<file path="config.mk">
export PLATFORM = sky130hd
export DESIGN_NAME = gqi_mul
export DESIGN_NICKNAME = d
export VERILOG_FILES = /design/src/hw/rtl/gqi_pkg.sv /design/src/hw/rtl/gqi_mul.sv
export SDC_FILE = /design/constraint.sdc
export NUM_CORES = 2
export LEC_CHECK = 0
export BUFFER_PORTS_ARGS = -buffer_cell sky130_fd_sc_hd__buf_2
export CORE_AREA = 2 2 313 315
export DETAILED_ROUTE_END_ITERATION = 7
export DIE_AREA = 0 0 315 317
export GPL_ROUTABILITY_DRIVEN = 0
export GPL_TIMING_DRIVEN = 0
export PLACE_DENSITY = 0.69
export SLEW_MARGIN = 40
export SYNTH_ARGS = -nofsm -noshare
export SYNTH_HDL_FRONTEND = slang
export SYNTH_SLANG_ARGS = --single-unit
</file>
<file path="constraint.sdc">
create_clock -name clk -period 18 [get_ports clk]
set_clock_uncertainty 0.05 [all_clocks]
set_input_delay 3.6 -clock clk [delete_from_list [all_inputs] [get_ports clk]]
set_output_delay 3.6 -clock clk [all_outputs]
set_load 0.01 [all_outputs]
</file>
<file path="src/hw/rtl/gqi_pkg.sv">
// Shared types, constants and small tables for the gyro quaternion integrator.
package gqi_pkg;

  localparam int QUAT_W = 32;
  localparam int RATE_W = 16;
  localparam int DT_W   = 16;
  localparam int TILT_W = 16;

  // Shared multiplier: signed A times signed B, B taken in two halves.
  localparam int MA_W   = 37;
  localparam int MB_W   = 36;
  localparam int MP_W   = MA_W + MB_W;
  localparam int BL_W   = 18;
  localparam int P32_W  = MP_W - 32;
  localparam int P36_W  = MP_W - 36;

  localparam int H_W    = 35;
  localparam int N_W    = MA_W;
  localparam int SUM_W  = 64;
  localparam int ROOT_W = 34;
  localparam int S_W    = 29;
  localparam int R_W    = 31;
  localparam int CX_W   = 36;
  localparam int ANG_W  = 26;
  localparam int TAB_W  = 22;
  localparam int OP_W   = 6;
  localparam int CNT_W  = 6;
  localparam int STEP_W = 5;

  localparam int SQRT_STEPS = 32;
  localparam int DIV_STEPS  = 34;
  localparam int CORD_STEPS = 20;
  localparam int ANG_SHIFT  = 8;

  localparam logic signed [MB_W-1:0]   RAD_K    = 36'sd10061138136;
  localparam logic signed [H_W-1:0]    H_LIM    = 35'sh3FFFFFFFF;
  localparam logic signed [N_W-1:0]    V_LIM    = 37'sh07FFFFFFF;
  localparam logic signed [QUAT_W-1:0] V_MAX    = 32'sh7FFFFFFF;
  localparam logic signed [QUAT_W-1:0] V_MIN    = 32'sh80000001;
  localparam logic signed [QUAT_W-1:0] Q_ONE    = 32'sh40000000;
  localparam logic [ROOT_W-1:0]        SAT_NORM = 34'd67108864;
  localparam logic signed [R_W-1:0]    R33_ONE  = 31'sd16777216;
  localparam logic signed [ANG_W-1:0]  ANG_90   = 26'sd5898240;
  localparam logic signed [ANG_W-1:0]  ANG_HALF = 26'sd128;
  localparam logic [TILT_W-1:0]        TILT_MAX = 16'd46080;

  localparam logic [OP_W-1:0] OP_H0   = 6'd0;
  localparam logic [OP_W-1:0] OP_T0   = 6'd6;
  localparam logic [OP_W-1:0] OP_SQ0  = 6'd18;
  localparam logic [OP_W-1:0] OP_SQL  = 6'd21;
  localparam logic [OP_W-1:0] OP_NM0  = 6'd22;
  localparam logic [OP_W-1:0] OP_NML  = 6'd25;
  localparam logic [OP_W-1:0] OP_TL0  = 6'd26;
  localparam logic [OP_W-1:0] OP_RS0  = 6'd32;
  localparam logic [OP_W-1:0] OP_LAST = 6'd33;

  typedef enum logic [3:0] {
    ST_IDLE, ST_MGO, ST_MWAIT, ST_RGO, ST_RWAIT, ST_DGO, ST_DWAIT,
    ST_COMMIT, ST_TGO, ST_TWAIT, ST_CGO, ST_CWAIT, ST_OUT
  } gqi_state_t;

  typedef enum logic [2:0] {
    GRP_RATE, GRP_TERM, GRP_SQ, GRP_NORM, GRP_TILT, GRP_RSQ
  } op_grp_t;

  typedef enum logic {ITER_SQRT, ITER_DIV} iter_mode_t;

  typedef struct packed {
    logic       start;
    iter_mode_t mode;
  } iter_ctl_t;

  typedef struct packed {
    logic [1:0] comp;
    logic [1:0] qi;
    logic [1:0] hi;
    logic       neg;
  } term_sel_t;

  typedef struct packed {
    logic [1:0] qa;
    logic [1:0] qb;
    logic [1:0] dst;
    logic       neg;
  } tilt_sel_t;

  // Quaternion product q * (0, h): component, q index, h index, subtract.
  function automatic term_sel_t term_sel(input logic [3:0] t);
    term_sel_t s;
    s = '0;
    case (t)
      4'd0:    s = '{2'd0, 2'd1, 2'd0, 1'b1};
      4'd1:    s = '{2'd0, 2'd2, 2'd1, 1'b1};
      4'd2:    s = '{2'd0, 2'd3, 2'd2, 1'b1};
      4'd3:    s = '{2'd1, 2'd0, 2'd0, 1'b0};
      4'd4:    s = '{2'd1, 2'd2, 2'd2, 1'b0};
      4'd5:    s = '{2'd1, 2'd3, 2'd1, 1'b1};
      4'd6:    s = '{2'd2, 2'd0, 2'd1, 1'b0};
      4'd7:    s = '{2'd2, 2'd1, 2'd2, 1'b1};
      4'd8:    s = '{2'd2, 2'd3, 2'd0, 1'b0};
      4'd9:    s = '{2'd3, 2'd0, 2'd2, 1'b0};
      4'd10:   s = '{2'd3, 2'd1, 2'd1, 1'b0};
      4'd11:   s = '{2'd3, 2'd2, 2'd0, 1'b1};
      default: s = '0;
    endcase
    return s;
  endfunction

  // Rotation matrix terms: xz, yw into r13; yz, -xw into r23; xx, yy into r33.
  function automatic tilt_sel_t tilt_sel(input logic [2:0] t);
    tilt_sel_t s;
    s = '0;
    case (t)
      3'd0:    s = '{2'd1, 2'd3, 2'd0, 1'b0};
      3'd1:    s = '{2'd2, 2'd0, 2'd0, 1'b0};
      3'd2:    s = '{2'd2, 2'd3, 2'd1, 1'b0};
      3'd3:    s = '{2'd1, 2'd0, 2'd1, 1'b1};
      3'd4:    s = '{2'd1, 2'd1, 2'd2, 1'b0};
      3'd5:    s = '{2'd2, 2'd2, 2'd2, 1'b0};
      default: s = '0;
    endcase
    return s;
  endfunction

  // Arctangent of 2^-i in 1/65536 degree.
  function automatic logic [TAB_W-1:0] atan_step(input logic [STEP_W-1:0] i);
    logic [TAB_W-1:0] v;
    v = '0;
    case (i)
      5'd0:    v = 22'd2949120;
      5'd1:    v = 22'd1740967;
      5'd2:    v = 22'd919879;
      5'd3:    v = 22'd466945;
      5'd4:    v = 22'd234379;
      5'd5:    v = 22'd117304;
      5'd6:    v = 22'd58666;
      5'd7:    v = 22'd29335;
      5'd8:    v = 22'd14668;
      5'd9:    v = 22'd7334;
      5'd10:   v = 22'd3667;
      5'd11:   v = 22'd1833;
      5'd12:   v = 22'd917;
      5'd13:   v = 22'd458;
      5'd14:   v = 22'd229;
      5'd15:   v = 22'd115;
      5'd16:   v = 22'd57;
      5'd17:   v = 22'd29;
      5'd18:   v = 22'd14;
      5'd19:   v = 22'd7;
      default: v = '0;
    endcase
    return v;
  endfunction

  function automatic logic signed [H_W-1:0] h_clamp(input logic signed [P32_W-1:0] p);
    logic signed [P32_W-1:0] lim;
    lim = P32_W'(H_LIM);
    if (p > lim) return H_LIM;
    else if (p < -lim) return -H_LIM;
    else return p[H_W-1:0];
  endfunction

  // Integrated component taken to Q.28 and limited to a symmetric 32-bit range.
  function automatic logic signed [QUAT_W-1:0] v_clamp(input logic signed [N_W-1:0] n);
    logic signed [N_W-1:0] s;
    s = n >>> 2;
    if (s > V_LIM) return V_MAX;
    else if (s < -V_LIM) return V_MIN;
    else return s[QUAT_W-1:0];
  endfunction

endpackage

</file>
<file path="src/hw/rtl/gqi_mul.sv">
// Shared signed multiplier, operand B split into two halves.
module gqi_mul (
  input  logic                              clk,
  input  logic                              rst_n,
  input  logic                              start,
  input  logic signed [gqi_pkg::MA_W-1:0]   a,
  input  logic signed [gqi_pkg::MB_W-1:0]   b,
  output logic signed [gqi_pkg::MP_W-1:0]   prod,
  output logic                              done
);
  import gqi_pkg::*;

  logic signed [MA_W-1:0]       a_r;
  logic signed [MB_W-BL_W-1:0]  bh_r;
  logic signed [MA_W+BL_W:0]    lo_r;
  logic signed [MA_W+BL_W:0]    lo_nxt;
  logic signed [MP_W-1:0]       hi_full;
  logic signed [MP_W-1:0]       lo_full;
  logic signed [MP_W-1:0]       prod_r;
  logic                         busy_r;
  logic                         done_r;

  always_comb begin
    lo_nxt  = a * $signed({1'b0, b[BL_W-1:0]});
    hi_full = a_r * bh_r;
    lo_full = lo_r;
  end

  always_ff @(posedge clk) begin
    if (start) begin
      a_r  <= a;
      bh_r <= b[MB_W-1:BL_W];
      lo_r <= lo_nxt;
    end
    if (busy_r) begin
      prod_r <= (hi_full <<< BL_W) + lo_full;
    end
  end

  always_ff @(posedge clk) begin
    if (!rst_n) begin
      busy_r <= 1'b0;
      done_r <= 1'b0;
    end else begin
      busy_r <= start;
      done_r <= busy_r;
    end
  end

  assign prod = prod_r;
  assign done = done_r;
endmodule

</file>
### Word level (Yosys, flattened, before mapping)

Index checks and enable logic that the tools add are counted.
Widths: inputs -> output; s select.

* add/sub/neg operators: 1
* $mul: 2
* divide/modulo/power cells: 0
* magnitude comparators: 0
* equality and inequality tests: 0
* shift operators: 0
* mux-type cells: 0
* bitwise gates (word level): 0
* reduce and logical (&&, ||, !) cells: 0

Operators by type and width (number)
* $add 73x56->73: 1
* $mul 37x19->56: 1
* $mul 37x18->55: 1

* register bits: 186
* latch bits: 0
* bits in writable memories: 0
* bits in read-only memories: 0
* input port bits: 76
* output and inout bits: 74
* word-level logic and storage cells: 9
* memories kept: 0

### Longest topological paths before layout

* depth after elaboration: 2
* mapped depth: 38
* mapped depth without buffers: 35

### Worst setup path after synthesis

Ideal clock, no wire load.

* path type: input port to flip-flop
* start: input port b[4] in the netlist's numbering
* end: register lo_r[53], data pin
* library setup time: 0.269 ns
* arrival time: 9.604 ns
* data required time: 17.681 ns
* path slack: 8.077 ns
* stages: 25
* path buffers: 2
* path through: clkbuf_1 -> clkbuf_1 -> nand2_1 -> fa_1 -> inv_1 -> fa_1 -> inv_1 -> fa_1 -> inv_1 -> fa_1 -> inv_1 -> fa_1 -> inv_1 -> fa_1 -> ha_1 -> a21o_1 -> a31o_2 -> nand2_1 -> o211a_1 -> nand3_2 -> a31o_2 -> a31o_2 -> a2111oi_4 -> o31ai_1 -> xor2_1

* longest elaborated chain between the ends: 1

Ends and longest elaborated chain
* from (decl): RTL line gqi_mul.sv:7 `input logic signed [gqi_pkg::MB_W-1:0] b,`
* $mul 37x19->56: RTL line gqi_mul.sv:24 `lo_nxt = a * $signed({1'b0, b[BL_W-1:0]});`
* named net lo_nxt[53]: RTL line gqi_mul.sv:16 `logic signed [MA_W+BL_W:0] lo_nxt;`
* to (signal assigned): RTL line gqi_mul.sv:33 `lo_r <= lo_nxt;`
* to (decl): RTL line gqi_mul.sv:15 `logic signed [MA_W+BL_W:0] lo_r;`

The timed path passes the listed nets, and every way through them passes these cells.
A chain may end at the register's enable or synchronous reset.

### Worst setup path after layout

* start: input port b[4] in the netlist's numbering
* end: register lo_r[55], data pin

Same word-level chain as after synthesis.

==> summary.txt <==
Synth
  – Post-synth EDFFs: 184
  – Netlist Area Pre-Place: 53700 um2
  – Syn Nets: 7390
  – Cell taking the most area after synthesis: fa_1
  – Largest cells by area after synthesis: fa_1 (47%), edfxtp_1 (10%), inv_1 (9.5%), ha_1 (7.5%), nand2_1 (6.4%)
  – Distinct cells, synth: 81
  – Synth top cells by count: inv_1 (1361), fa_1 (1271), nand2_1 (921)
  – FFs w/ async S/R, synth: 0%
  – Top_reg_cell synth: edfxtp_1
  – Cell with the most instances after synthesis: inv_1
  – Synth Warn #: 0
  – Synth Register Bits: 186
  – Area share of the largest cell type after synthesis: 47.4%
  – Cell count after synthesis: 5720
  – Fraction of the yosys area taken by sequential cells: 10.4%
  – Syn avg cell area: 9.39 um2

Timing
  – Worst relative slew slack: 38.8%
  – Slew at the pin closest to its max-slew limit: 918 ps
  – Setup TNS: 0 ps
  – Final Hold Vio Count: 0
  – Final number of setup-violating endpoints: 0
  – Fin crit share: 63.3%
  – Period minus WS final: 11400 ps
  – Peak Freq: 0.0877 GHz
  – RSZ-0062 raised after global routing: no
  – Max-slew violation count: 0

Setup path
  – Critical path peak fanout: 10
  – Largest stage delay, worst path: 730 ps
  – Worst Reg2Reg Path Length in Cells: 35
  – Worst setup SP type: primary input
  – Setup Crit Path Kind: in2reg
  – Reg-to-Reg End: prod[69]$_DFFE_PP_
  – WP data arrival: 11590 ps
  – Critical Path RT: 18190 ps
  – Cell with the largest stage delay on the worst path: clkbuf_1
  – CP endpoint kind: register
  – CP cell instances: clkbuf_1 -> clkbuf_1 -> nand2_1 -> inv_1 -> fa_1 -> fa_1 -> inv_1 -> fa_1 -> fa_1 -> fa_1 -> fa_1 -> inv_1 -> ha_1 -> and3_1 -> clkbuf_1 -> nand4_1 -> nor3_1 -> and3_1 -> a211oi_1 -> o21ai_0 -> nand4_1 -> a32oi_1 -> xnor2_1
  – Reg2reg start: bh_r[4]$_DFFE_PP_
  – Most used cell, CP: fa_1
  – Crit path buf inv count: 6
  – R2R Setup Slk: 7200 ps
  – Worst setup path startpoint: b[4]
  – Top delay family on crit path: adder cells

Drt
  – WL/cell: 21.1 um
  – Vias per inst: 5.48
  – Routed Antenna Nets: 0
  – DRT Pass-1 Iters: 6
  – Wirelength, routed: 151000 um
  – Detailed-route via count: 39300
  – DRC viols: 0
  – Starting DRT DRC Count: 3422

Clock network
  – CTS tree: built
  – # H-tree levels: 4
  – Hold buffers post-CTS: 0
  – Clock buffer depth: 2
  – Clk slew on worst S/H paths: 90 ps
  – Sink Count: 186
  – Clock Latency Late Sink: 500 ps
  – PostCTS Resize Cnt: 0
  – # Post-CTS Setup Buffers: 0
  – Cts bufs inserted: 17
  – Root Buffer Master: clkbuf_16

Run status
  – Status: complete, no violations

Min path
  – Hold EP: prod[6]$_DFFE_PP_
  – Worst min path class: reg2reg
  – Worst hold path depth: 0
  – Hold Startpoint: lo_r[6]$_DFFE_PP_

Layout
  – Final instance area: 56700 um2
  – Fillers: 8346
  – Syn-to-layout area delta: 5.65%
  – Share of cells above drive strength 1: 3.67%
  – Nets: 7549

Global route
  – Largest net degree at the start of global routing: 77
  – First-pass GRT wire length: 238000 um
  – GR Overflow Total: 0
  – Tot GR Track Use: 31.8%
  – Initial antenna violation count: 7
  – Vias in the first global route: 41800

Place
  – Number of I/O port buffers: 137
  – Placed Area: 56100 um2
  – HPWL after DPL: 132000 um

Floorplanning
  – Core ar.: 96300 um2
  – FP Rows: 114
  – DIE HEIGHT: 317 um
  – Io pins: 150
  – Starting Density: 55.8%
  – Chip width: 315 um
  – Die ar.: 99900 um2

Flow run
  – Max cap viols: 0
-- cell families (layout without fill, tap and decap cells) --
| group | count (synthesis) | in the layout | synth area share (%) |
|---|---|---|---|
| XOR/XNOR | 162 | 162 | 2.64 |
| buffers and inverters | 1637 | 1809 | 11.4 |
| adder cells (fa/ha/maj) | 1594 | 1594 | 54.9 |
| AND/OR/NAND/NOR | 1680 | 1680 | 14.8 |
| other | 0 | 4 | 0 |
| AO/OA/AOI/OAI | 460 | 460 | 5.86 |
| multiplexers | 1 | 1 | 0.0210 |
| flip-flops | 186 | 186 | 10.4 |
-- routing by layer --
layer	vias to the layer above	wire length [um]	track usage, %	part of all wire (%)
met1	19900	59300	41.7	39
li1	17200	-	-	-
met4	8	7840	13.9	5.2
met3	393	13300	5.93	8.8
met5	-	50	0	0.033
met2	1752	71000	52.0	47
-- registers in the layout, summed over array words and instances (netlist names) --
register,count
prod,73
lo_r,56
bh_r,18
busy_r,1
a_r,37
done,1
-- metrics by stage --
step / hold slack (ps) / std cells / utilization (%) / setup slack, ps
finish: 371 / 7172 / 58.9 / 6600
global route: 366 / 7168 / 58.9 / 6400
CTS: 373 / 7167 / 58.9 / 6830
detailed placement: 355 / 7135 / 58.2 / 6300
global placement: 352 / 7133 / 58.2 / 6350
floorplan: 350 / 5720 / - / 8080
-- worst reg2reg max path, delay by kind of cell (launching register included) --
kind | cells | cell delay [ps]
buf+inv | 7 | 1620
simple gates | 9 | 2460
xor+xnor | 2 | 290
flops | 1 | 330
compound gates | 9 | 1890
fa+ha+maj | 8 | 3890
-- placed cells by master (no fill, tap or decap), types with 6 or more instances in the layout --
cell type     n
nand4_1      25
nand2_1     921
nand2b_1     31
inv_1      1361
a21o_1       82
o21bai_1     18
edfxtp_1    184
buf_1         6
o21a_1       24
and2_1      473
o211ai_1     14
nand3_1      33
o31ai_1       6
nor2b_1      14
a31o_2        6
nor3_1       19
a21oi_1     131
buf_2       138
xor2_1       59
clkbuf_16    17
clkbuf_2      7
fa_1       1271
a211oi_1     16
nor2_1      112
a2111oi_0     8
a31oi_1      13
clkinv_8      6
clkbuf_1    261
o21ai_0      72
xnor2_1     103
and3_1       19
ha_1        323
-- layout make-up --
cell class              count  area [um2]  area share [%]
multi-input cells        3897       42000            74.0
flip-flops and latches    186        5570            9.82
clock buffers              17         425           0.750
well taps                1276        1600            2.81
clock inverters            15         234           0.412
plain buffers             276        1050            1.85
diodes                      4        10.0          0.0176
inverters                1361        5110            9.00
repair buffers            140         754            1.33
-- worst max path at each step --
stage | cells past startpoint | slack, ps | endpoint
CTS | 23 | 6830 | lo_r[55]$_DFFE_PP_
floorplan | 25 | 8080 | lo_r[53]$_DFFE_PP_
global route | 23 | 6400 | lo_r[55]$_DFFE_PP_
global placement | 23 | 6350 | lo_r[55]$_DFFE_PP_
detailed placement | 23 | 6300 | lo_r[55]$_DFFE_PP_
finish | 23 | 6600 | lo_r[55]$_DFFE_PP_
Power is not shown: default switching activity piles up to over one toggle a cycle in this logic, so the estimate is an artifact.
