### config.mk
export PLATFORM = sky130hd
export DESIGN_NAME = gqi_iter
export DESIGN_NICKNAME = d
export VERILOG_FILES = /design/src/hw/rtl/gqi_pkg.sv /design/src/hw/rtl/gqi_iter.sv
export SDC_FILE = /design/constraint.sdc
export NUM_CORES = 1
export LEC_CHECK = 0
export ABC_AREA = 1
export BUFFER_PORTS_ARGS = -buffer_cell sky130_fd_sc_hd__clkbuf_2
export CORE_UTILIZATION = 27
export DETAILED_ROUTE_END_ITERATION = 10
export SKIP_CTS_REPAIR_TIMING = 1
export SYNTH_ARGS = -nofsm -noshare
export SYNTH_HDL_FRONTEND = slang
export SYNTH_SLANG_ARGS = --single-unit
### constraint.sdc
create_clock -name clk -period 16.9 [get_ports clk]
set_input_delay 1.69 -clock clk [delete_from_list [all_inputs] [get_ports clk]]
set_output_delay 1.69 -clock clk [all_outputs]
set_load 0.1 [all_outputs]
### src/hw/rtl/gqi_pkg.sv
// Shared types, constants and small tables for the gyro quaternion integrator.
package gqi_pkg;

  localparam int QUAT_W = 32;
  localparam int RATE_W = 16;
  localparam int DT_W   = 16;
  localparam int TILT_W = 16;

  // Shared multiplier: signed A times signed B, B taken in two halves.
  localparam int MA_W   = 37;
  localparam int MB_W   = 36;
  localparam int MP_W   = MA_W + MB_W;
  localparam int BL_W   = 18;
  localparam int P32_W  = MP_W - 32;
  localparam int P36_W  = MP_W - 36;

  localparam int H_W    = 35;
  localparam int N_W    = MA_W;
  localparam int SUM_W  = 64;
  localparam int ROOT_W = 34;
  localparam int S_W    = 29;
  localparam int R_W    = 31;
  localparam int CX_W   = 36;
  localparam int ANG_W  = 26;
  localparam int TAB_W  = 22;
  localparam int OP_W   = 6;
  localparam int CNT_W  = 6;
  localparam int STEP_W = 5;

  localparam int SQRT_STEPS = 32;
  localparam int DIV_STEPS  = 34;
  localparam int CORD_STEPS = 20;
  localparam int ANG_SHIFT  = 8;

  localparam logic signed [MB_W-1:0]   RAD_K    = 36'sd10061138136;
  localparam logic signed [H_W-1:0]    H_LIM    = 35'sh3FFFFFFFF;
  localparam logic signed [N_W-1:0]    V_LIM    = 37'sh07FFFFFFF;
  localparam logic signed [QUAT_W-1:0] V_MAX    = 32'sh7FFFFFFF;
  localparam logic signed [QUAT_W-1:0] V_MIN    = 32'sh80000001;
  localparam logic signed [QUAT_W-1:0] Q_ONE    = 32'sh40000000;
  localparam logic [ROOT_W-1:0]        SAT_NORM = 34'd67108864;
  localparam logic signed [R_W-1:0]    R33_ONE  = 31'sd16777216;
  localparam logic signed [ANG_W-1:0]  ANG_90   = 26'sd5898240;
  localparam logic signed [ANG_W-1:0]  ANG_HALF = 26'sd128;
  localparam logic [TILT_W-1:0]        TILT_MAX = 16'd46080;

  localparam logic [OP_W-1:0] OP_H0   = 6'd0;
  localparam logic [OP_W-1:0] OP_T0   = 6'd6;
  localparam logic [OP_W-1:0] OP_SQ0  = 6'd18;
  localparam logic [OP_W-1:0] OP_SQL  = 6'd21;
  localparam logic [OP_W-1:0] OP_NM0  = 6'd22;
  localparam logic [OP_W-1:0] OP_NML  = 6'd25;
  localparam logic [OP_W-1:0] OP_TL0  = 6'd26;
  localparam logic [OP_W-1:0] OP_RS0  = 6'd32;
  localparam logic [OP_W-1:0] OP_LAST = 6'd33;

  typedef enum logic [3:0] {
    ST_IDLE, ST_MGO, ST_MWAIT, ST_RGO, ST_RWAIT, ST_DGO, ST_DWAIT,
    ST_COMMIT, ST_TGO, ST_TWAIT, ST_CGO, ST_CWAIT, ST_OUT
  } gqi_state_t;

  typedef enum logic [2:0] {
    GRP_RATE, GRP_TERM, GRP_SQ, GRP_NORM, GRP_TILT, GRP_RSQ
  } op_grp_t;

  typedef enum logic {ITER_SQRT, ITER_DIV} iter_mode_t;

  typedef struct packed {
    logic       start;
    iter_mode_t mode;
  } iter_ctl_t;

  typedef struct packed {
    logic [1:0] comp;
    logic [1:0] qi;
    logic [1:0] hi;
    logic       neg;
  } term_sel_t;

  typedef struct packed {
    logic [1:0] qa;
    logic [1:0] qb;
    logic [1:0] dst;
    logic       neg;
  } tilt_sel_t;

  // Quaternion product q * (0, h): component, q index, h index, subtract.
  function automatic term_sel_t term_sel(input logic [3:0] t);
    term_sel_t s;
    s = '0;
    case (t)
      4'd0:    s = '{2'd0, 2'd1, 2'd0, 1'b1};
      4'd1:    s = '{2'd0, 2'd2, 2'd1, 1'b1};
      4'd2:    s = '{2'd0, 2'd3, 2'd2, 1'b1};
      4'd3:    s = '{2'd1, 2'd0, 2'd0, 1'b0};
      4'd4:    s = '{2'd1, 2'd2, 2'd2, 1'b0};
      4'd5:    s = '{2'd1, 2'd3, 2'd1, 1'b1};
      4'd6:    s = '{2'd2, 2'd0, 2'd1, 1'b0};
      4'd7:    s = '{2'd2, 2'd1, 2'd2, 1'b1};
      4'd8:    s = '{2'd2, 2'd3, 2'd0, 1'b0};
      4'd9:    s = '{2'd3, 2'd0, 2'd2, 1'b0};
      4'd10:   s = '{2'd3, 2'd1, 2'd1, 1'b0};
      4'd11:   s = '{2'd3, 2'd2, 2'd0, 1'b1};
      default: s = '0;
    endcase
    return s;
  endfunction

  // Rotation matrix terms: xz, yw into r13; yz, -xw into r23; xx, yy into r33.
  function automatic tilt_sel_t tilt_sel(input logic [2:0] t);
    tilt_sel_t s;
    s = '0;
    case (t)
      3'd0:    s = '{2'd1, 2'd3, 2'd0, 1'b0};
      3'd1:    s = '{2'd2, 2'd0, 2'd0, 1'b0};
      3'd2:    s = '{2'd2, 2'd3, 2'd1, 1'b0};
      3'd3:    s = '{2'd1, 2'd0, 2'd1, 1'b1};
      3'd4:    s = '{2'd1, 2'd1, 2'd2, 1'b0};
      3'd5:    s = '{2'd2, 2'd2, 2'd2, 1'b0};
      default: s = '0;
    endcase
    return s;
  endfunction

  // Arctangent of 2^-i in 1/65536 degree.
  function automatic logic [TAB_W-1:0] atan_step(input logic [STEP_W-1:0] i);
    logic [TAB_W-1:0] v;
    v = '0;
    case (i)
      5'd0:    v = 22'd2949120;
      5'd1:    v = 22'd1740967;
      5'd2:    v = 22'd919879;
      5'd3:    v = 22'd466945;
      5'd4:    v = 22'd234379;
      5'd5:    v = 22'd117304;
      5'd6:    v = 22'd58666;
      5'd7:    v = 22'd29335;
      5'd8:    v = 22'd14668;
      5'd9:    v = 22'd7334;
      5'd10:   v = 22'd3667;
      5'd11:   v = 22'd1833;
      5'd12:   v = 22'd917;
      5'd13:   v = 22'd458;
      5'd14:   v = 22'd229;
      5'd15:   v = 22'd115;
      5'd16:   v = 22'd57;
      5'd17:   v = 22'd29;
      5'd18:   v = 22'd14;
      5'd19:   v = 22'd7;
      default: v = '0;
    endcase
    return v;
  endfunction

  function automatic logic signed [H_W-1:0] h_clamp(input logic signed [P32_W-1:0] p);
    logic signed [P32_W-1:0] lim;
    lim = P32_W'(H_LIM);
    if (p > lim) return H_LIM;
    else if (p < -lim) return -H_LIM;
    else return p[H_W-1:0];
  endfunction

  // Integrated component taken to Q.28 and limited to a symmetric 32-bit range.
  function automatic logic signed [QUAT_W-1:0] v_clamp(input logic signed [N_W-1:0] n);
    logic signed [N_W-1:0] s;
    s = n >>> 2;
    if (s > V_LIM) return V_MAX;
    else if (s < -V_LIM) return V_MIN;
    else return s[QUAT_W-1:0];
  endfunction

endpackage

### src/hw/rtl/gqi_iter.sv
// Iterative square root and reciprocal unit sharing one subtract and compare.
module gqi_iter (
  input  logic                              clk,
  input  logic                              rst_n,
  input  gqi_pkg::iter_ctl_t                ctl,
  input  logic [gqi_pkg::SUM_W-1:0]         opnd,
  output logic [gqi_pkg::ROOT_W-1:0]        res,
  output logic                              done
);
  import gqi_pkg::*;

  logic              busy_r;
  logic              done_r;
  iter_mode_t        mode_r;
  logic [CNT_W-1:0]  cnt_r;
  logic [SUM_W-1:0]  v_r;
  logic [SUM_W-1:0]  r_r;
  logic [ROOT_W-1:0] quo_r;
  logic [SUM_W-1:0]  bitv;
  logic [SUM_W-1:0]  minu;
  logic [SUM_W-1:0]  subt;
  logic [SUM_W:0]    diff;
  logic              ge;

  // Square root: v against r + bit. Reciprocal: shifted remainder against divisor.
  always_comb begin
    bitv = SUM_W'(1) << {cnt_r[STEP_W-1:0], 1'b0};
    if (mode_r == ITER_SQRT) begin
      minu = v_r;
      subt = r_r + bitv;
    end else begin
      minu = {v_r[SUM_W-2:0], 1'b0};
      subt = r_r;
    end
    diff = {1'b0, minu} - {1'b0, subt};
    ge   = ~diff[SUM_W];
  end

  always_ff @(posedge clk) begin
    if (ctl.start) begin
      if (ctl.mode == ITER_SQRT) begin
        v_r   <= opnd;
        r_r   <= '0;
        cnt_r <= CNT_W'(SQRT_STEPS - 1);
      end else begin
        // The numerator is 2^60; its top part 2^26 is known to be below the divisor.
        v_r   <= SUM_W'(SAT_NORM);
        r_r   <= opnd;
        cnt_r <= CNT_W'(DIV_STEPS - 1);
      end
      quo_r <= '0;
    end else if (busy_r) begin
      if (mode_r == ITER_SQRT) begin
        if (ge) begin
          v_r <= diff[SUM_W-1:0];
          r_r <= (r_r >> 1) + bitv;
        end else begin
          r_r <= r_r >> 1;
        end
      end else begin
        v_r   <= ge ? diff[SUM_W-1:0] : minu;
        quo_r <= {quo_r[ROOT_W-2:0], ge};
      end
      cnt_r <= cnt_r - CNT_W'(1);
    end
  end

  always_ff @(posedge clk) begin
    if (!rst_n) begin
      busy_r <= 1'b0;
      done_r <= 1'b0;
      mode_r <= ITER_SQRT;
    end else begin
      done_r <= 1'b0;
      if (ctl.start) begin
        busy_r <= 1'b1;
        mode_r <= ctl.mode;
      end else if (busy_r && cnt_r == '0) begin
        busy_r <= 1'b0;
        done_r <= 1'b1;
      end
    end
  end

  assign res  = (mode_r == ITER_SQRT) ? r_r[ROOT_W-1:0] : quo_r;
  assign done = done_r;
endmodule

---- Word-level counts from Yosys, hierarchy flattened ----
Index checks and enable logic that the tools add are counted.
storage, ports and cells
  register bits after elaboration ......... 171
  bits in latches ......................... 0
  bits in writable memories ............... 0
  bits in read-only memories .............. 0
  bits of input ports ..................... 68
  output and inout bits ................... 35
  word-level logic and storage cells ...... 44
  memories ................................ 0
cells by class
  add/subtract/negate cells ............... 4
  multiply operators ...................... 0
  div/mod/pow operators ................... 0
  magnitude comparators ................... 0
  equal/unequal tests ..................... 2
  shifts and indexed selects .............. 1
  muxes and demuxes ....................... 20
  bitwise logic cells ..................... 2
  reduce and logical (&&, ||, !) cells .... 8
operators by type and width
  kind                                                                number
  64-bit two-way mux                                                  13
  64-bit by 64-bit subtractor with 65-bit output                      1
  63-bit by 64-bit adder with 64-bit output                           1
  64-bit adder                                                        1
  1-bit by 6-bit left shift with 64-bit output, first input constant  1
  34-bit two-way mux                                                  1
  6-bit two-way mux                                                   3
  6-bit logical NOT                                                   1
  2-bit AND reduction                                                 3
  6-bit by 1-bit subtractor with 6-bit output, second input constant  1
  2-bit nonzero test                                                  2
  1-bit two-way mux                                                   3
  3-bit != test, second input constant                                1
  2-bit != test, second input constant                                1
  1-bit inverter                                                      2
  2-bit OR reduction                                                  1
  1-bit logical AND                                                   1

---- Logic depth before layout (Yosys ltp) ----
  word-level depth ........................ 8
  depth in mapped cells ................... 35
  mapped depth without buffers ............ 35

---- Least setup slack after synthesis ----
Ideal clock, no wire load.
  path kind ............................... input to register
  from .................................... input ctl[1] in the netlist's numbering
  to ...................................... register r_r[0], enable pin
  library setup time ...................... 0.507 ns
  data arrival time ....................... 5.627 ns
  data required time ...................... 16.393 ns
  slack ................................... 10.766 ns
  cell stages on the path ................. 5
  path buffers ............................ 3
  cells stage by stage .................... clkbuf_1 > clkinv_1 > clkbuf_1 > clkbuf_1 > a21oi_1
between the ends
  longest elaborated chain between the ends .. 2
  elaborated cells between the ends (all ways) .. 3
  those cells by class .................... eq/ne (1); reduce/logical (2)
RTL lines
  element                                                               RTL line        source
  start, declared                                                       gqi_iter.sv:5   input gqi_pkg::iter_ctl_t ctl,
  2-bit != test (no line) / 2-bit nonzero test (equally long branches)  -
  2-bit AND reduction (no line) (*)                                     -
  end signal, assigned                                                  gqi_iter.sv:48  r_r <= opnd;
  end signal, assigned                                                  gqi_iter.sv:56  r_r <= (r_r >> 1) + bitv;
  end signal, assigned                                                  gqi_iter.sv:58  r_r <= r_r >> 1;
  end, declared                                                         gqi_iter.sv:17  logic [SUM_W-1:0] r_r;
Every way passes the cells marked *; elsewhere a longest branch is shown, timed or not.
A chain may end at the register's enable or synchronous reset.

---- Worst setup path after layout ----
  from .................................... register cnt_r[3]
  to ...................................... register r_r[56] (data pin)
between the ends
  longest elaborated chain between the ends .. 8
  elaborated cells between the ends (all ways) .. 9
  those cells by class .................... add/sub (3); shift (1); mux (5)
RTL lines
  element                                           RTL line        source
  start, declared                                   gqi_iter.sv:15  logic [CNT_W-1:0] cnt_r;
  start signal, assigned                            gqi_iter.sv:44  cnt_r <= CNT_W'(SQRT_STEPS - 1);
  start signal, assigned                            gqi_iter.sv:49  cnt_r <= CNT_W'(DIV_STEPS - 1);
  start signal, assigned                            gqi_iter.sv:64  cnt_r <= cnt_r - CNT_W'(1);
  1-bit by 6-bit left shift with 64-bit output (*)  gqi_iter.sv:27  bitv = SUM_W'(1) << {cnt_r[STEP_W-1:0], 1'b0};
  64-bit adder                                      gqi_iter.sv:30  subt = r_r + bitv;
  64-bit two-way mux                                gqi_iter.sv:28  if (mode_r == ITER_SQRT) begin
  64-bit by 64-bit subtractor with 65-bit output    gqi_iter.sv:35  diff = {1'b0, minu} - {1'b0, subt};
  64-bit two-way mux (*)                            gqi_iter.sv:54  if (ge) begin
  64-bit two-way mux (*)                            gqi_iter.sv:53  if (mode_r == ITER_SQRT) begin
  64-bit two-way mux (*)                            gqi_iter.sv:52  end else if (busy_r) begin
  64-bit two-way mux (*)                            gqi_iter.sv:40  if (ctl.start) begin
Every way passes the cells marked *; elsewhere a longest branch is shown, timed or not. The select of a mux whose other input is x is not followed.

==> results.cfg <==
[outcome]
status = finished, final reports clean

[power_and_ir_drop]
cellPowerDensity_nw_per_um2 = 140
p_leak_uw = 0.0118
p_total_uw = 3570
peakVddDrop_uv = 80.3

[floorplan]
die_x_um = 297
start_util = 0.274
fp.dieH_um = 297
ioPinCount = 103
rows = 107
coreArea_sq_um = 85500
fp.dieArea_sq_um = 88000

[layout]
synthToLayoutAreaGrowth_pct = 8.76
fin_cells = 5366
utilization = 0.298
fill_cells = 9894
n_antenna_cell = 0
drive_above_1_share = 0.0535
multi_input_area_sq_um = 15800
final_nets = 4393
seqCellArea_sq_um = 4770

[synth]
synth_seq_cells = 171
synth_top_area_frac = 0.216
async_flop_share = 0
syn_area_per_cell_sq_um = 5.59
synth-seq-area-share = 0.203
synthFlopType = edfxtp_1
synth_largest_area_cell = nand2_1
synthesis.area_sq_um = 23400
synth_area_leaders = nand2_1 (22%), edfxtp_1 (17%), nor2_1 (9.8%)
netlist_instances = 4195
syn_nets = 4379
yosysMostFrequentCell = nand2_1
synth_edf_count = 134
ys_top_cells_by_count = nand2_1 (1349), nor2_1 (612), inv_1 (579), nand3_1 (352), o21ai_0 (258)
yosysWarnings = 0
synth_cell_types = 54

[hold_path]
min_from = quo_r[4]$_SDFFE_PP0P_
hp-class = reg -> reg
whs_endpoint = quo_r[4]$_SDFFE_PP0P_
hold_depth = 2

[critical_path]
required_ns = 17.14
cp_common_cell = nand2_1
rr_startpoint = cnt_r[3]$_DFFE_PP_
reg2reg_slack_ns = 9.24
worst_path_max_delay_cell = edfxtp_1
max_stage_delay_ns = 1.16
path_max_fanout = 72
start_kind = flop
r2r-end = r_r[56]$_DFFE_PP_
critPathKind = reg -> reg
critPathLaunch = cnt_r[3]$_DFFE_PP_
reg2reg_depth = 30
cp-end-kind = flop
cp.arrival_ns = 7.91

[flow_run]
maxCapViolCount = 0

[timing]
fmax_ghz = 0.130
finalHoldViolCount = 0
finalSetupTns_ns = 0
fin_worst_skew_ns = 0.0228
period_needed_ns = 7.66
setup_viol = 0
final.period_utilization = 0.453
relSlewSlack = 0.203
tightest_slew_ns = 1.20
drv_slew = 0
rsz0062_at_grt = false

[detailed_routing]
vias = 27700
firstDrtPassIters = 8
wl_per_cell_um = 21.0
dr_wl_met3_mm = 8.40
drtIter0Drc = 2856
top_layer_used = met4
drc = 0
via_per_inst = 5.16
wl_met1_mm = 47.8
antenna_left = 0
wl_mm = 113
routed-wl-met2_mm = 51.2

[grt]
antenna_found_initial = 1
grt_max_degree = 89
grt_pass1_vias = 26200
grt_usage = 0.253
gr-total-overflow = 0
grt_first_pass_wirelength_mm = 165

[clock_tree]
cts_num_sinks = 171
cts.htree.levels = 4
clockBufferDepth = 2
clock_latency_ns = 0.50
cts_tree = yes
cts_inserted_buffers = 17
clk_pin_slew_ns = 0.09
clock-root-buffer = clkbuf_16

[placed_design]
routabilityCongestion = 1.01
port_buffers = 102
hpwl_mm = 92.8
place_inst = 5334
[metal layers]
metal / track usage / vias to the layer above
li1: - / 13500
met1: 0.331 / 12800
met2: 0.414 / 1195
met3: 0.0295 / 180
met4: 0.117 / 0
met5: 0 / -
[critical path: cells and delay by family, from the launching register on]
family | cells | cell delay (ns)
AO/OA/AOI/OAI | 9 | 2.00
AND/OR/NAND/NOR | 14 | 1.80
buffers and inverters | 5 | 1.59
flip-flops | 1 | 1.16
adder cells (fa/ha/maj) | 2 | 0.65
[worst max path at each step]
stage | end | slack [ns] | depth (start not counted)
final | r_r[56]$_DFFE_PP_ | 9.24 | 30
after global routing | r_r[48]$_DFFE_PP_ | 8.84 | 30
after CTS | v_r[26]$_DFFE_PP_ | 9.40 | 30
after detailed placement | v_r[26]$_DFFE_PP_ | 9.44 | 30
after global placement | v_r[63]$_DFFE_PP_ | 9.47 | 30
after floorplan | r_r[0]$_DFFE_PP_ | 10.77 | 5
[area by class of cell]
| class | instances | area share |
|---|---|---|
| multi-input combinational | 3311 | 0.622 |
| sequential | 171 | 0.187 |
| inverter | 592 | 0.0881 |
| tap | 1144 | 0.0562 |
| timing repair buffer | 116 | 0.0242 |
| clock buffer | 18 | 0.0168 |
| clock inverter | 14 | 0.00594 |
[stage by stage]
step | cell area [sq um] | hold slack [ns] | worst slack, ns
after CTS | 25500 | 0.464 | 9.40
after floorplan | 23400 | 0.436 | 10.77
final | 25500 | 0.466 | 9.24
after detailed placement | 24900 | 0.452 | 9.44
after global placement | 24900 | 0.450 | 9.47
after global routing | 25500 | 0.495 | 8.84
[cell families after synthesis]
group	share of synthesized area
AO/OA/AOI/OAI	0.146
XOR/XNOR	0.0299
flip-flops	0.203
adder cells (fa/ha/maj)	0.0623
AND/OR/NAND/NOR	0.436
buffers and inverters	0.122
[registers in the layout (all words and copies together) (netlist names)]
name	flops
cnt_r	6
mode_r	1
v_r	64
quo_r	34
busy_r	1
r_r	64
done	1
[cell usage in the layout (no fill, tap or decap), types with 10 or more instances in the layout]
master / Yosys / layout
buf_4: 9 / 14
a21oi_2: 10 / 10
clkbuf_2: 1 / 101
xor2_1: 48 / 48
o211ai_1: 10 / 10
nand3_1: 352 / 351
o21ai_0: 258 / 258
a21oi_1: 240 / 239
nor2_1: 612 / 611
nor3_1: 46 / 46
ha_1: 115 / 115
xnor2_1: 32 / 32
o21bai_1: 32 / 32
inv_1: 579 / 577
a211oi_1: 13 / 13
dfxtp_1: 37 / 36
clkbuf_16: 0 / 17
edfxtp_1: 134 / 134
nand4_1: 51 / 51
nand2_1: 1349 / 1349
nor2_2: 23 / 23
o21ai_1: 20 / 20
nand3b_1: 13 / 13
[power breakdown]
group          switching, uW  internal (uW)  leakage (uW)
Sequential               144            626       0.00167
Clock                    219            197      0.000285
Combinational           1710            675       0.00986
Total                   2070           1500        0.0118
No activity file was read; power rests on OpenSTA's default activity.
