File: src/hw/rtl/gqi_pkg.sv
// Shared types, constants and small tables for the gyro quaternion integrator.
package gqi_pkg;

  localparam int QUAT_W = 32;
  localparam int RATE_W = 16;
  localparam int DT_W   = 16;
  localparam int TILT_W = 16;

  // Shared multiplier: signed A times signed B, B taken in two halves.
  localparam int MA_W   = 37;
  localparam int MB_W   = 36;
  localparam int MP_W   = MA_W + MB_W;
  localparam int BL_W   = 18;
  localparam int P32_W  = MP_W - 32;
  localparam int P36_W  = MP_W - 36;

  localparam int H_W    = 35;
  localparam int N_W    = MA_W;
  localparam int SUM_W  = 64;
  localparam int ROOT_W = 34;
  localparam int S_W    = 29;
  localparam int R_W    = 31;
  localparam int CX_W   = 36;
  localparam int ANG_W  = 26;
  localparam int TAB_W  = 22;
  localparam int OP_W   = 6;
  localparam int CNT_W  = 6;
  localparam int STEP_W = 5;

  localparam int SQRT_STEPS = 32;
  localparam int DIV_STEPS  = 34;
  localparam int CORD_STEPS = 20;
  localparam int ANG_SHIFT  = 8;

  localparam logic signed [MB_W-1:0]   RAD_K    = 36'sd10061138136;
  localparam logic signed [H_W-1:0]    H_LIM    = 35'sh3FFFFFFFF;
  localparam logic signed [N_W-1:0]    V_LIM    = 37'sh07FFFFFFF;
  localparam logic signed [QUAT_W-1:0] V_MAX    = 32'sh7FFFFFFF;
  localparam logic signed [QUAT_W-1:0] V_MIN    = 32'sh80000001;
  localparam logic signed [QUAT_W-1:0] Q_ONE    = 32'sh40000000;
  localparam logic [ROOT_W-1:0]        SAT_NORM = 34'd67108864;
  localparam logic signed [R_W-1:0]    R33_ONE  = 31'sd16777216;
  localparam logic signed [ANG_W-1:0]  ANG_90   = 26'sd5898240;
  localparam logic signed [ANG_W-1:0]  ANG_HALF = 26'sd128;
  localparam logic [TILT_W-1:0]        TILT_MAX = 16'd46080;

  localparam logic [OP_W-1:0] OP_H0   = 6'd0;
  localparam logic [OP_W-1:0] OP_T0   = 6'd6;
  localparam logic [OP_W-1:0] OP_SQ0  = 6'd18;
  localparam logic [OP_W-1:0] OP_SQL  = 6'd21;
  localparam logic [OP_W-1:0] OP_NM0  = 6'd22;
  localparam logic [OP_W-1:0] OP_NML  = 6'd25;
  localparam logic [OP_W-1:0] OP_TL0  = 6'd26;
  localparam logic [OP_W-1:0] OP_RS0  = 6'd32;
  localparam logic [OP_W-1:0] OP_LAST = 6'd33;

  typedef enum logic [3:0] {
    ST_IDLE, ST_MGO, ST_MWAIT, ST_RGO, ST_RWAIT, ST_DGO, ST_DWAIT,
    ST_COMMIT, ST_TGO, ST_TWAIT, ST_CGO, ST_CWAIT, ST_OUT
  } gqi_state_t;

  typedef enum logic [2:0] {
    GRP_RATE, GRP_TERM, GRP_SQ, GRP_NORM, GRP_TILT, GRP_RSQ
  } op_grp_t;

  typedef enum logic {ITER_SQRT, ITER_DIV} iter_mode_t;

  typedef struct packed {
    logic       start;
    iter_mode_t mode;
  } iter_ctl_t;

  typedef struct packed {
    logic [1:0] comp;
    logic [1:0] qi;
    logic [1:0] hi;
    logic       neg;
  } term_sel_t;

  typedef struct packed {
    logic [1:0] qa;
    logic [1:0] qb;
    logic [1:0] dst;
    logic       neg;
  } tilt_sel_t;

  // Quaternion product q * (0, h): component, q index, h index, subtract.
  function automatic term_sel_t term_sel(input logic [3:0] t);
    term_sel_t s;
    s = '0;
    case (t)
      4'd0:    s = '{2'd0, 2'd1, 2'd0, 1'b1};
      4'd1:    s = '{2'd0, 2'd2, 2'd1, 1'b1};
      4'd2:    s = '{2'd0, 2'd3, 2'd2, 1'b1};
      4'd3:    s = '{2'd1, 2'd0, 2'd0, 1'b0};
      4'd4:    s = '{2'd1, 2'd2, 2'd2, 1'b0};
      4'd5:    s = '{2'd1, 2'd3, 2'd1, 1'b1};
      4'd6:    s = '{2'd2, 2'd0, 2'd1, 1'b0};
      4'd7:    s = '{2'd2, 2'd1, 2'd2, 1'b1};
      4'd8:    s = '{2'd2, 2'd3, 2'd0, 1'b0};
      4'd9:    s = '{2'd3, 2'd0, 2'd2, 1'b0};
      4'd10:   s = '{2'd3, 2'd1, 2'd1, 1'b0};
      4'd11:   s = '{2'd3, 2'd2, 2'd0, 1'b1};
      default: s = '0;
    endcase
    return s;
  endfunction

  // Rotation matrix terms: xz, yw into r13; yz, -xw into r23; xx, yy into r33.
  function automatic tilt_sel_t tilt_sel(input logic [2:0] t);
    tilt_sel_t s;
    s = '0;
    case (t)
      3'd0:    s = '{2'd1, 2'd3, 2'd0, 1'b0};
      3'd1:    s = '{2'd2, 2'd0, 2'd0, 1'b0};
      3'd2:    s = '{2'd2, 2'd3, 2'd1, 1'b0};
      3'd3:    s = '{2'd1, 2'd0, 2'd1, 1'b1};
      3'd4:    s = '{2'd1, 2'd1, 2'd2, 1'b0};
      3'd5:    s = '{2'd2, 2'd2, 2'd2, 1'b0};
      default: s = '0;
    endcase
    return s;
  endfunction

  // Arctangent of 2^-i in 1/65536 degree.
  function automatic logic [TAB_W-1:0] atan_step(input logic [STEP_W-1:0] i);
    logic [TAB_W-1:0] v;
    v = '0;
    case (i)
      5'd0:    v = 22'd2949120;
      5'd1:    v = 22'd1740967;
      5'd2:    v = 22'd919879;
      5'd3:    v = 22'd466945;
      5'd4:    v = 22'd234379;
      5'd5:    v = 22'd117304;
      5'd6:    v = 22'd58666;
      5'd7:    v = 22'd29335;
      5'd8:    v = 22'd14668;
      5'd9:    v = 22'd7334;
      5'd10:   v = 22'd3667;
      5'd11:   v = 22'd1833;
      5'd12:   v = 22'd917;
      5'd13:   v = 22'd458;
      5'd14:   v = 22'd229;
      5'd15:   v = 22'd115;
      5'd16:   v = 22'd57;
      5'd17:   v = 22'd29;
      5'd18:   v = 22'd14;
      5'd19:   v = 22'd7;
      default: v = '0;
    endcase
    return v;
  endfunction

  function automatic logic signed [H_W-1:0] h_clamp(input logic signed [P32_W-1:0] p);
    logic signed [P32_W-1:0] lim;
    lim = P32_W'(H_LIM);
    if (p > lim) return H_LIM;
    else if (p < -lim) return -H_LIM;
    else return p[H_W-1:0];
  endfunction

  // Integrated component taken to Q.28 and limited to a symmetric 32-bit range.
  function automatic logic signed [QUAT_W-1:0] v_clamp(input logic signed [N_W-1:0] n);
    logic signed [N_W-1:0] s;
    s = n >>> 2;
    if (s > V_LIM) return V_MAX;
    else if (s < -V_LIM) return V_MIN;
    else return s[QUAT_W-1:0];
  endfunction

endpackage

File: src/hw/rtl/gqi_cordic.sv
// Vectoring CORDIC that returns the angle of (cx, cy) in 1/256 degree.
module gqi_cordic (
  input  logic                              clk,
  input  logic                              rst_n,
  input  logic                              start,
  input  logic signed [gqi_pkg::R_W-1:0]    cx0,
  input  logic [gqi_pkg::ROOT_W-2:0]        cy0,
  output logic [gqi_pkg::TILT_W-1:0]        angle,
  output logic                              done
);
  import gqi_pkg::*;

  logic signed [CX_W-1:0]  cx_r;
  logic signed [CX_W-1:0]  cy_r;
  logic signed [ANG_W-1:0] ang_r;
  logic [STEP_W-1:0]       i_r;
  logic                    busy_r;
  logic                    done_r;
  logic signed [CX_W-1:0]  xs;
  logic signed [CX_W-1:0]  ys;
  logic signed [ANG_W-1:0] at;
  logic signed [CX_W-1:0]  cy_ext;
  logic signed [ANG_W-1:0] ang_pos;
  logic signed [ANG_W-1:0] ang_rnd;

  always_comb begin
    xs      = cx_r >>> i_r;
    ys      = cy_r >>> i_r;
    at      = ANG_W'($signed({1'b0, atan_step(i_r)}));
    cy_ext  = CX_W'($signed({1'b0, cy0}));
    ang_pos = (ang_r < 0) ? '0 : ang_r;
    ang_rnd = (ang_pos + ANG_HALF) >>> ANG_SHIFT;
    if (ang_rnd > ANG_W'(TILT_MAX)) angle = TILT_MAX;
    else angle = ang_rnd[TILT_W-1:0];
  end

  always_ff @(posedge clk) begin
    if (start) begin
      // A vector in the left half plane is first turned by ninety degrees.
      if (cx0 < 0) begin
        cx_r  <= cy_ext;
        cy_r  <= -CX_W'(cx0);
        ang_r <= ANG_90;
      end else begin
        cx_r  <= CX_W'(cx0);
        cy_r  <= cy_ext;
        ang_r <= '0;
      end
      i_r <= '0;
    end else if (busy_r) begin
      if (cy_r > 0) begin
        cx_r  <= cx_r + ys;
        cy_r  <= cy_r - xs;
        ang_r <= ang_r + at;
      end else if (cy_r < 0) begin
        cx_r  <= cx_r - ys;
        cy_r  <= cy_r + xs;
        ang_r <= ang_r - at;
      end
      i_r <= i_r + STEP_W'(1);
    end
  end

  always_ff @(posedge clk) begin
    if (!rst_n) begin
      busy_r <= 1'b0;
      done_r <= 1'b0;
    end else begin
      done_r <= 1'b0;
      if (start) begin
        busy_r <= 1'b1;
      end else if (busy_r && i_r == STEP_W'(CORD_STEPS - 1)) begin
        busy_r <= 1'b0;
        done_r <= 1'b1;
      end
    end
  end

  assign done = done_r;
endmodule

File: config.mk
export PLATFORM = sky130hd
export DESIGN_NAME = gqi_cordic
export DESIGN_NICKNAME = d
export VERILOG_FILES = /design/src/hw/rtl/gqi_pkg.sv /design/src/hw/rtl/gqi_cordic.sv
export SDC_FILE = /design/constraint.sdc
export NUM_CORES = 1
export LEC_CHECK = 0
export BUFFER_PORTS_ARGS = -buffer_cell sky130_fd_sc_hd__clkbuf_2
export CAP_MARGIN = 10
export CORE_UTILIZATION = 30
export CTS_CLUSTER_SIZE = 12
export DETAILED_ROUTE_END_ITERATION = 10
export GPL_TIMING_DRIVEN = 0
export RECOVER_POWER = 50
export SLEW_MARGIN = 10
export SYNTH_ARGS = -nofsm -noshare
export SYNTH_HDL_FRONTEND = slang
export SYNTH_SLANG_ARGS = --single-unit
export TNS_END_PERCENT = 20
File: constraint.sdc
create_clock -name clk -period 8 [get_ports clk]
set_input_delay 0 -clock clk [delete_from_list [all_inputs] [get_ports clk]]
set_output_delay 0 -clock clk [all_outputs]
set_load 0.03 [all_outputs]
== Word level (Yosys, flattened, before mapping) ==
Memories as Yosys holds them, arrays and structs flattened. A register that Yosys moved wholly into a read port is not among the register bits.
Cells that the tools add are included.

* Add/subtract/negate cells: 9
* Magnitude comparators: 5
* Equality and inequality tests: 1
* Shifts and indexed selects: 2
* Multiplexer cells: 22
* Bitwise operators: 1
* Reductions and logical operators: 6

{| class="wikitable"
|+ Operators by type and width
! kind !! number
|-
| two-way mux 36 bit || 10
|-
| two-way mux 26 bit || 5
|-
| adder 36 bit || 2
|-
| >>> shifter 36 x 5 -> 36 bit || 2
|-
| subtractor 36 bit || 2
|-
| greater-than comparator 36 x 1 -> 1 bit (second input constant) || 1
|-
| less-than comparator 36 x 1 -> 1 bit (second input constant) || 1
|-
| negator 31 -> 36 bit || 1
|-
| less-than comparator 31 x 1 -> 1 bit (second input constant) || 1
|-
| adder 26 x 23 -> 26 bit || 1
|-
| adder 26 x 9 -> 26 bit (second input constant) || 1
|-
| greater-than comparator 26 x 16 -> 1 bit (second input constant) || 1
|-
| less-than comparator 26 x 1 -> 1 bit (second input constant) || 1
|-
| subtractor 26 x 23 -> 26 bit || 1
|-
| two-way mux 23 bit || 1
|-
| two-way mux 16 bit || 1
|-
| two-way mux 5 bit || 2
|-
| adder 5 x 1 -> 5 bit (second input constant) || 1
|-
| == test 5 bit (second input constant) || 1
|-
| nonzero test 2 bit || 2
|-
| two-way mux 1 bit || 3
|-
| nonzero test 3 bit || 1
|-
| AND reduction 2 bit || 1
|-
| OR reduction 2 bit || 1
|-
| 2 further kinds || 2
|}

* Flip-flop bits (word level): 105
* Bits in read-only memories: 704
* Bits of input ports: 67
* Word-level logic and storage cells: 53
* Memories kept: 1

{| class="wikitable"
|+ Memory list
! memory !! words !! bits a word !! rd ports !! clocked after Yosys merged registers in !! wr ports !! line !! RTL
|-
| (name not given) || 32 || 22 || 1 || 1 || 0 || gqi_pkg.sv:129 || <nowiki>case (i)</nowiki>
|}

== Logic depth before layout (Yosys ltp) ==
* Word-level depth: 6
* Mapped depth: 28
* Gate-level depth less buffers: 23

== Worst setup path before layout ==
Ideal clock, no wire load.

* Path type: register -> register
* Start point: register i_r[4]
* End point: register cx_r[34], data pin
* Library setup time: 0.260 ns
* Arrival: 5.968 ns
* Data required time: 7.740 ns
* Path slack: 1.772 ns
* Cell stages (with the launch flop): 26
* Clock period less this slack: 6.228 ns
* Cell sequence: dfxtp_1 -> clkbuf_1 -> clkbuf_1 -> inv_1 -> buf_1 -> clkbuf_1 -> clkbuf_1 -> buf_1 -> clkbuf_1 -> mux2i_1 -> ha_1 -> nand2_1 -> nor4_2 -> a21oi_1 -> xnor2_1 -> ha_1 -> nand4_1 -> nor2_1 -> nand2_1 -> a311oi_1 -> o2111ai_1 -> a211oi_1 -> nor3_1 -> o31ai_1 -> o21ai_0 -> mux2_2

* Word-level cells in the longest chain between the ends: 6
* Elaborated cells between the ends (all ways): 7

{| class="wikitable"
|+ Ends and longest elaborated chain
! item !! line !! RTL
|-
| from (decl) || gqi_cordic.sv:16 || <nowiki>logic [STEP_W-1:0] i_r;</nowiki>
|-
| from (signal assigned) || gqi_cordic.sv:60 || <nowiki>i_r <= i_r + STEP_W'(1);</nowiki>
|-
| >>> shifter 36 x 5 -> 36 bit (*) || gqi_cordic.sv:28 || <nowiki>ys = cy_r >>> i_r;</nowiki>
|-
| subtractor 36 bit || gqi_cordic.sv:56 || <nowiki>cx_r <= cx_r - ys;</nowiki>
|-
| two-way mux 36 bit || gqi_cordic.sv:55 || <nowiki>end else if (cy_r < 0) begin</nowiki>
|-
| two-way mux 36 bit (*) || gqi_cordic.sv:51 || <nowiki>if (cy_r > 0) begin</nowiki>
|-
| two-way mux 36 bit (*) || gqi_cordic.sv:50 || <nowiki>end else if (busy_r) begin</nowiki>
|-
| two-way mux 36 bit (*) || gqi_cordic.sv:38 || <nowiki>if (start) begin</nowiki>
|-
| to (signal assigned) || gqi_cordic.sv:41 || <nowiki>cx_r <= cy_ext;</nowiki>
|-
| to (signal assigned) || gqi_cordic.sv:52 || <nowiki>cx_r <= cx_r + ys;</nowiki>
|-
| to (signal assigned) || gqi_cordic.sv:56 ||
|-
| to (decl) || gqi_cordic.sv:13 || <nowiki>logic signed [CX_W-1:0] cx_r;</nowiki>
|}

Mark *: on every way between the ends. The rest lies on a longest branch, timed or not. The select of a mux whose other input is x is not followed.
A chain may end at the register's enable or synchronous reset.

== Worst setup path after layout ==
* Start point: register i_r[4]
* End point: register cy_r[35], data pin

* Word-level cells in the longest chain between the ends: 6
* Elaborated cells between the ends (all ways): 7

{| class="wikitable"
|+ Ends and longest elaborated chain
! item !! line !! RTL
|-
| >>> shifter 36 x 5 -> 36 bit (*) || gqi_cordic.sv:27 || <nowiki>xs = cx_r >>> i_r;</nowiki>
|-
| adder 36 bit || gqi_cordic.sv:57 || <nowiki>cy_r <= cy_r + xs;</nowiki>
|-
| two-way mux 36 bit || gqi_cordic.sv:55 ||
|-
| two-way mux 36 bit (*) || gqi_cordic.sv:51 ||
|-
| two-way mux 36 bit (*) || gqi_cordic.sv:50 ||
|-
| two-way mux 36 bit (*) || gqi_cordic.sv:38 ||
|-
| to (signal assigned) || gqi_cordic.sv:42 || <nowiki>cy_r <= -CX_W'(cx0);</nowiki>
|-
| to (signal assigned) || gqi_cordic.sv:53 || <nowiki>cy_r <= cy_r - xs;</nowiki>
|-
| to (signal assigned) || gqi_cordic.sv:57 ||
|-
| to (decl) || gqi_cordic.sv:14 || <nowiki>logic signed [CX_W-1:0] cy_r;</nowiki>
|}

Marked as above.

==> flow_metrics.tcl <==
set metrics [dict create \
    outcome "complete, but fails checks" \
    violations "max-capacitance violations, max-slew violations" \
    dr.pass1.iters 6 \
    die_area_um2 65740 \
    insertion_delay_ns 0.51 \
    cp.required_ns 8.23 \
    slew_violations 101 \
    slew-limit-headroom_pct -131.8 \
    overflow 0 \
    met3_wirelength_mm 12.29 \
    yosys-top-cells-area "edfxtp_1 15%, mux4_2 11%, ha_1 6.9%" \
    clock-sinks 127 \
    grt_max_degree 53 \
    cts_tree "built" \
    rsz0062_at_grt "true" \
    tightest_slew_ns 3.477 \
    ant_nets 0 \
    reg2reg_depth 20 \
    syn-instance-count 2282 \
    maxCapViolCount 2 \
    path_max_fanout 10 \
    leakagePower_nw 8.192 \
    path_class "register to register" \
    final_hold_viol_count 0 \
    critPathLaunchType "register" \
    die-width_um 256.4 \
    grt_first_pass_wirelength_mm 140.1 \
    drtIter0Drc 3033 \
    drt-vias-per-instance 6.374 \
    seq_area_frac_synth_pct 18.15 \
    stdcell_area_um2 21840 \
    top_layer_used "met5" \
    multi_input_area_um2 15040 \
    synthArstFlopShare_pct 0 \
    synth_edf_count 98 \
    n_fill_cell 6731 \
    io_buffers 81 \
    ys_ff_latch 127 \
    grt_usage_pct 29.38 \
    core_area_um2 63540 \
    final_cell_mix "201 x nand2_1, 200 x nor2_1, 161 x a21oi_1" \
    yosysTopAreaCellShare_pct 15.16 \
    die_height_um 256.4 \
    routed_wl_mm 98.72 \
    antenna_found_initial 2 \
    end_kind "register" \
    critPathLaunch "i_r[4]$_SDFFE_PP0P_" \
    period_minus_slack_ns 7.806 \
    rows 92 \
    io_pins 84 \
    skew_ns 0.009972 \
    drt-wirelength-per-cell_um 30.21 \
    htree_levels 4 \
    fmax_ghz 0.1281 \
    drc 0 \
    holdCritStartpoint "cy0[16]" \
    crit_chain "clkbuf_1 > clkbuf_2 > buf_1 > clkbuf_1 > buf_1 > buf_1 > clkbuf_1 > o21ai_0 > xor2_1 > ha_1 > a21o_1 > a21o_1 > a21oi_1 > o21a_1 > o21a_1 > a21oi_1 > o41ai_1 > a21oi_1 > xnor2_1 > nor2_1" \
    cts_setup_buffers 0 \
    min_path_cells 3 \
    gp_congestion 1.082 \
    final_common_cell "nand2_1" \
    wl_met2_mm 40.00 \
    cp_slowest_stage_delay_ns 0.71 \
    rr_startpoint "i_r[4]$_SDFFE_PP0P_" \
    yosysWarnings 0 \
    ir_drop_uv 432.8 \
    cts_max_path_buffers 2 \
    placed_area_um2 20970 \
    synth_area_um2 19420 \
    synthFlopType "edfxtp_1" \
    path_clk_slew_ns 0.07 \
    hold_class "input pin to register" \
    setup_viol 0 \
    drive_gt1_share_pct 14.95 \
    synthesis.nets 2459 \
    hpwl_mm 75.85 \
    nets 2586 \
    synth_area_leader_cell "edfxtp_1" \
    synth.distinct_cells 104 \
    grt_pass1_vias 19530 \
    cp.arrival_ns 8.03 \
    pwr_density_cell_nw_per_um2 552.2 \
    antenna_cells 0 \
    crit_slowest_cell "clkbuf_1" \
    regArea_um2 3523 \
    start_util_pct 30.56 \
    setup-tns-final_ns 0 \
    dr_total_vias 20830 \
    wl_met1_mm 39.19 \
    post-route-period-util_pct 97.58 \
    syn_to_final_growth_pct 12.48 \
    cts_buffers 17 \
    avgSynthCellArea_um2 8.508 \
    cts_root_buf "clkbuf_16" \
]
[routing by layer]
| metal | vias up | track usage, % |
|---|---|---|
| met1 | 10020 | 37.46 |
| met3 | 361 | 10.23 |
| met5 | - | 0.6579 |
| met2 | 1465 | 41.84 |
| li1 | 8983 | - |
| met4 | 2 | 18.70 |
[critical path: cells and delay by family, from the launching register on]
kind	cells	cell delay, ns
buffers and inverters	7	4.27
AOI/OAI and AO/OA	9	1.88
adders and majority gates	1	0.38
and+or+nand+nor	1	0.09
xor gates and xnor gates	2	0.58
DFF	1	0.31
[layout make-up]
class / instances / share of cell area (%)
buffer: 137 / 3.317
clock buffer: 18 / 2.063
clock inverter: 14 / 0.5959
inverter: 55 / 0.9453
multi-input combinational: 1960 / 68.87
sequential: 127 / 16.13
tap: 846 / 4.847
timing repair buffer: 111 / 3.226
[power by group]
group	internal, W	switching (W)
Sequential	0.00120	0.000814
Combinational	0.00376	0.00547
Clock	0.000429	0.000390
[logic make-up after synthesis]
group | count (synthesis) | synth area share [%]
simple gates | 749 | 19.14
compound gates | 652 | 22.03
mux | 256 | 20.07
buf+inv | 195 | 4.704
xor+xnor | 193 | 8.706
flops | 127 | 18.15
fa+ha+maj | 110 | 7.205
[final timing paths]
| check | endpoint | slack, ns |
|---|---|---|
| max | cy_r[35]$_DFFE_PP_ | 0.19 |
| min | cy_r[16]$_DFFE_PP_ | 0.04 |
| max reg2reg | cy_r[35]$_DFFE_PP_ | 0.19 |
| min reg2reg | ang_r[0]$_SDFFCE_PP0P_ | 0.69 |
[synth_stat cells, types with 6 or more instances]
master and instances:
a211o_1 6, a211oi_1 29, a21o_1 40, a21oi_1 161, a221oi_1 11, a22o_1 9, a22oi_1 18, a31oi_1 34
and2_1 22, and3_1 14, buf_1 29, buf_2 20, buf_6 13, clkbuf_1 71, dfxtp_1 29, edfxtp_1 98
ha_1 107, inv_1 52, mux2_2 38, mux2i_1 113, mux4_2 95, nand2_1 201, nand2b_1 40, nand3_1 55
nand3b_1 6, nand4_1 23, nor2_1 201, nor2b_1 27, nor3_1 50, nor3b_1 6, nor4_1 28, o211ai_1 29
o21a_1 19, o21ai_0 142, o21bai_1 11, o22ai_1 26, o31ai_1 22, o32ai_1 6, o41ai_1 11, or2_2 18
or3_1 19, xnor2_1 108, xor2_1 85
[registers in the layout (all words and copies together), names as in the netlist]
name    flops
at         22
i_r         5
done        1
cy_r       36
cx_r       36
busy_r      1
ang_r      26
[repair_timing]
action / CTS / global route
resized for setup: 11 / 16
endpoints found under the hold margin: 31 / 0
setup endpoints to repair: 20 / 5
hold buffers: 26 / 0
pin swaps: 0 / 2
[per-stage QoR]
step / util, % / setup slack, ns / std cells / hold slack, ns / power [W]
CTS: 34.35 / 0.06962 / 3270 / 0.003592 / 0.01171
detailed placement: 32.99 / -1.693 / 3213 / 0.3090 / 0.01079
floorplan: - / 1.772 / 2282 / 0.1282 / 0.008253
global placement: 32.86 / -1.749 / 3209 / 0.2918 / 0.01080
finish: 34.37 / 0.1937 / 3268 / 0.04170 / 0.01206
global route: 34.37 / -0.01067 / 3268 / 0.02795 / 0.01283
Power figures use the tool's default switching activity.
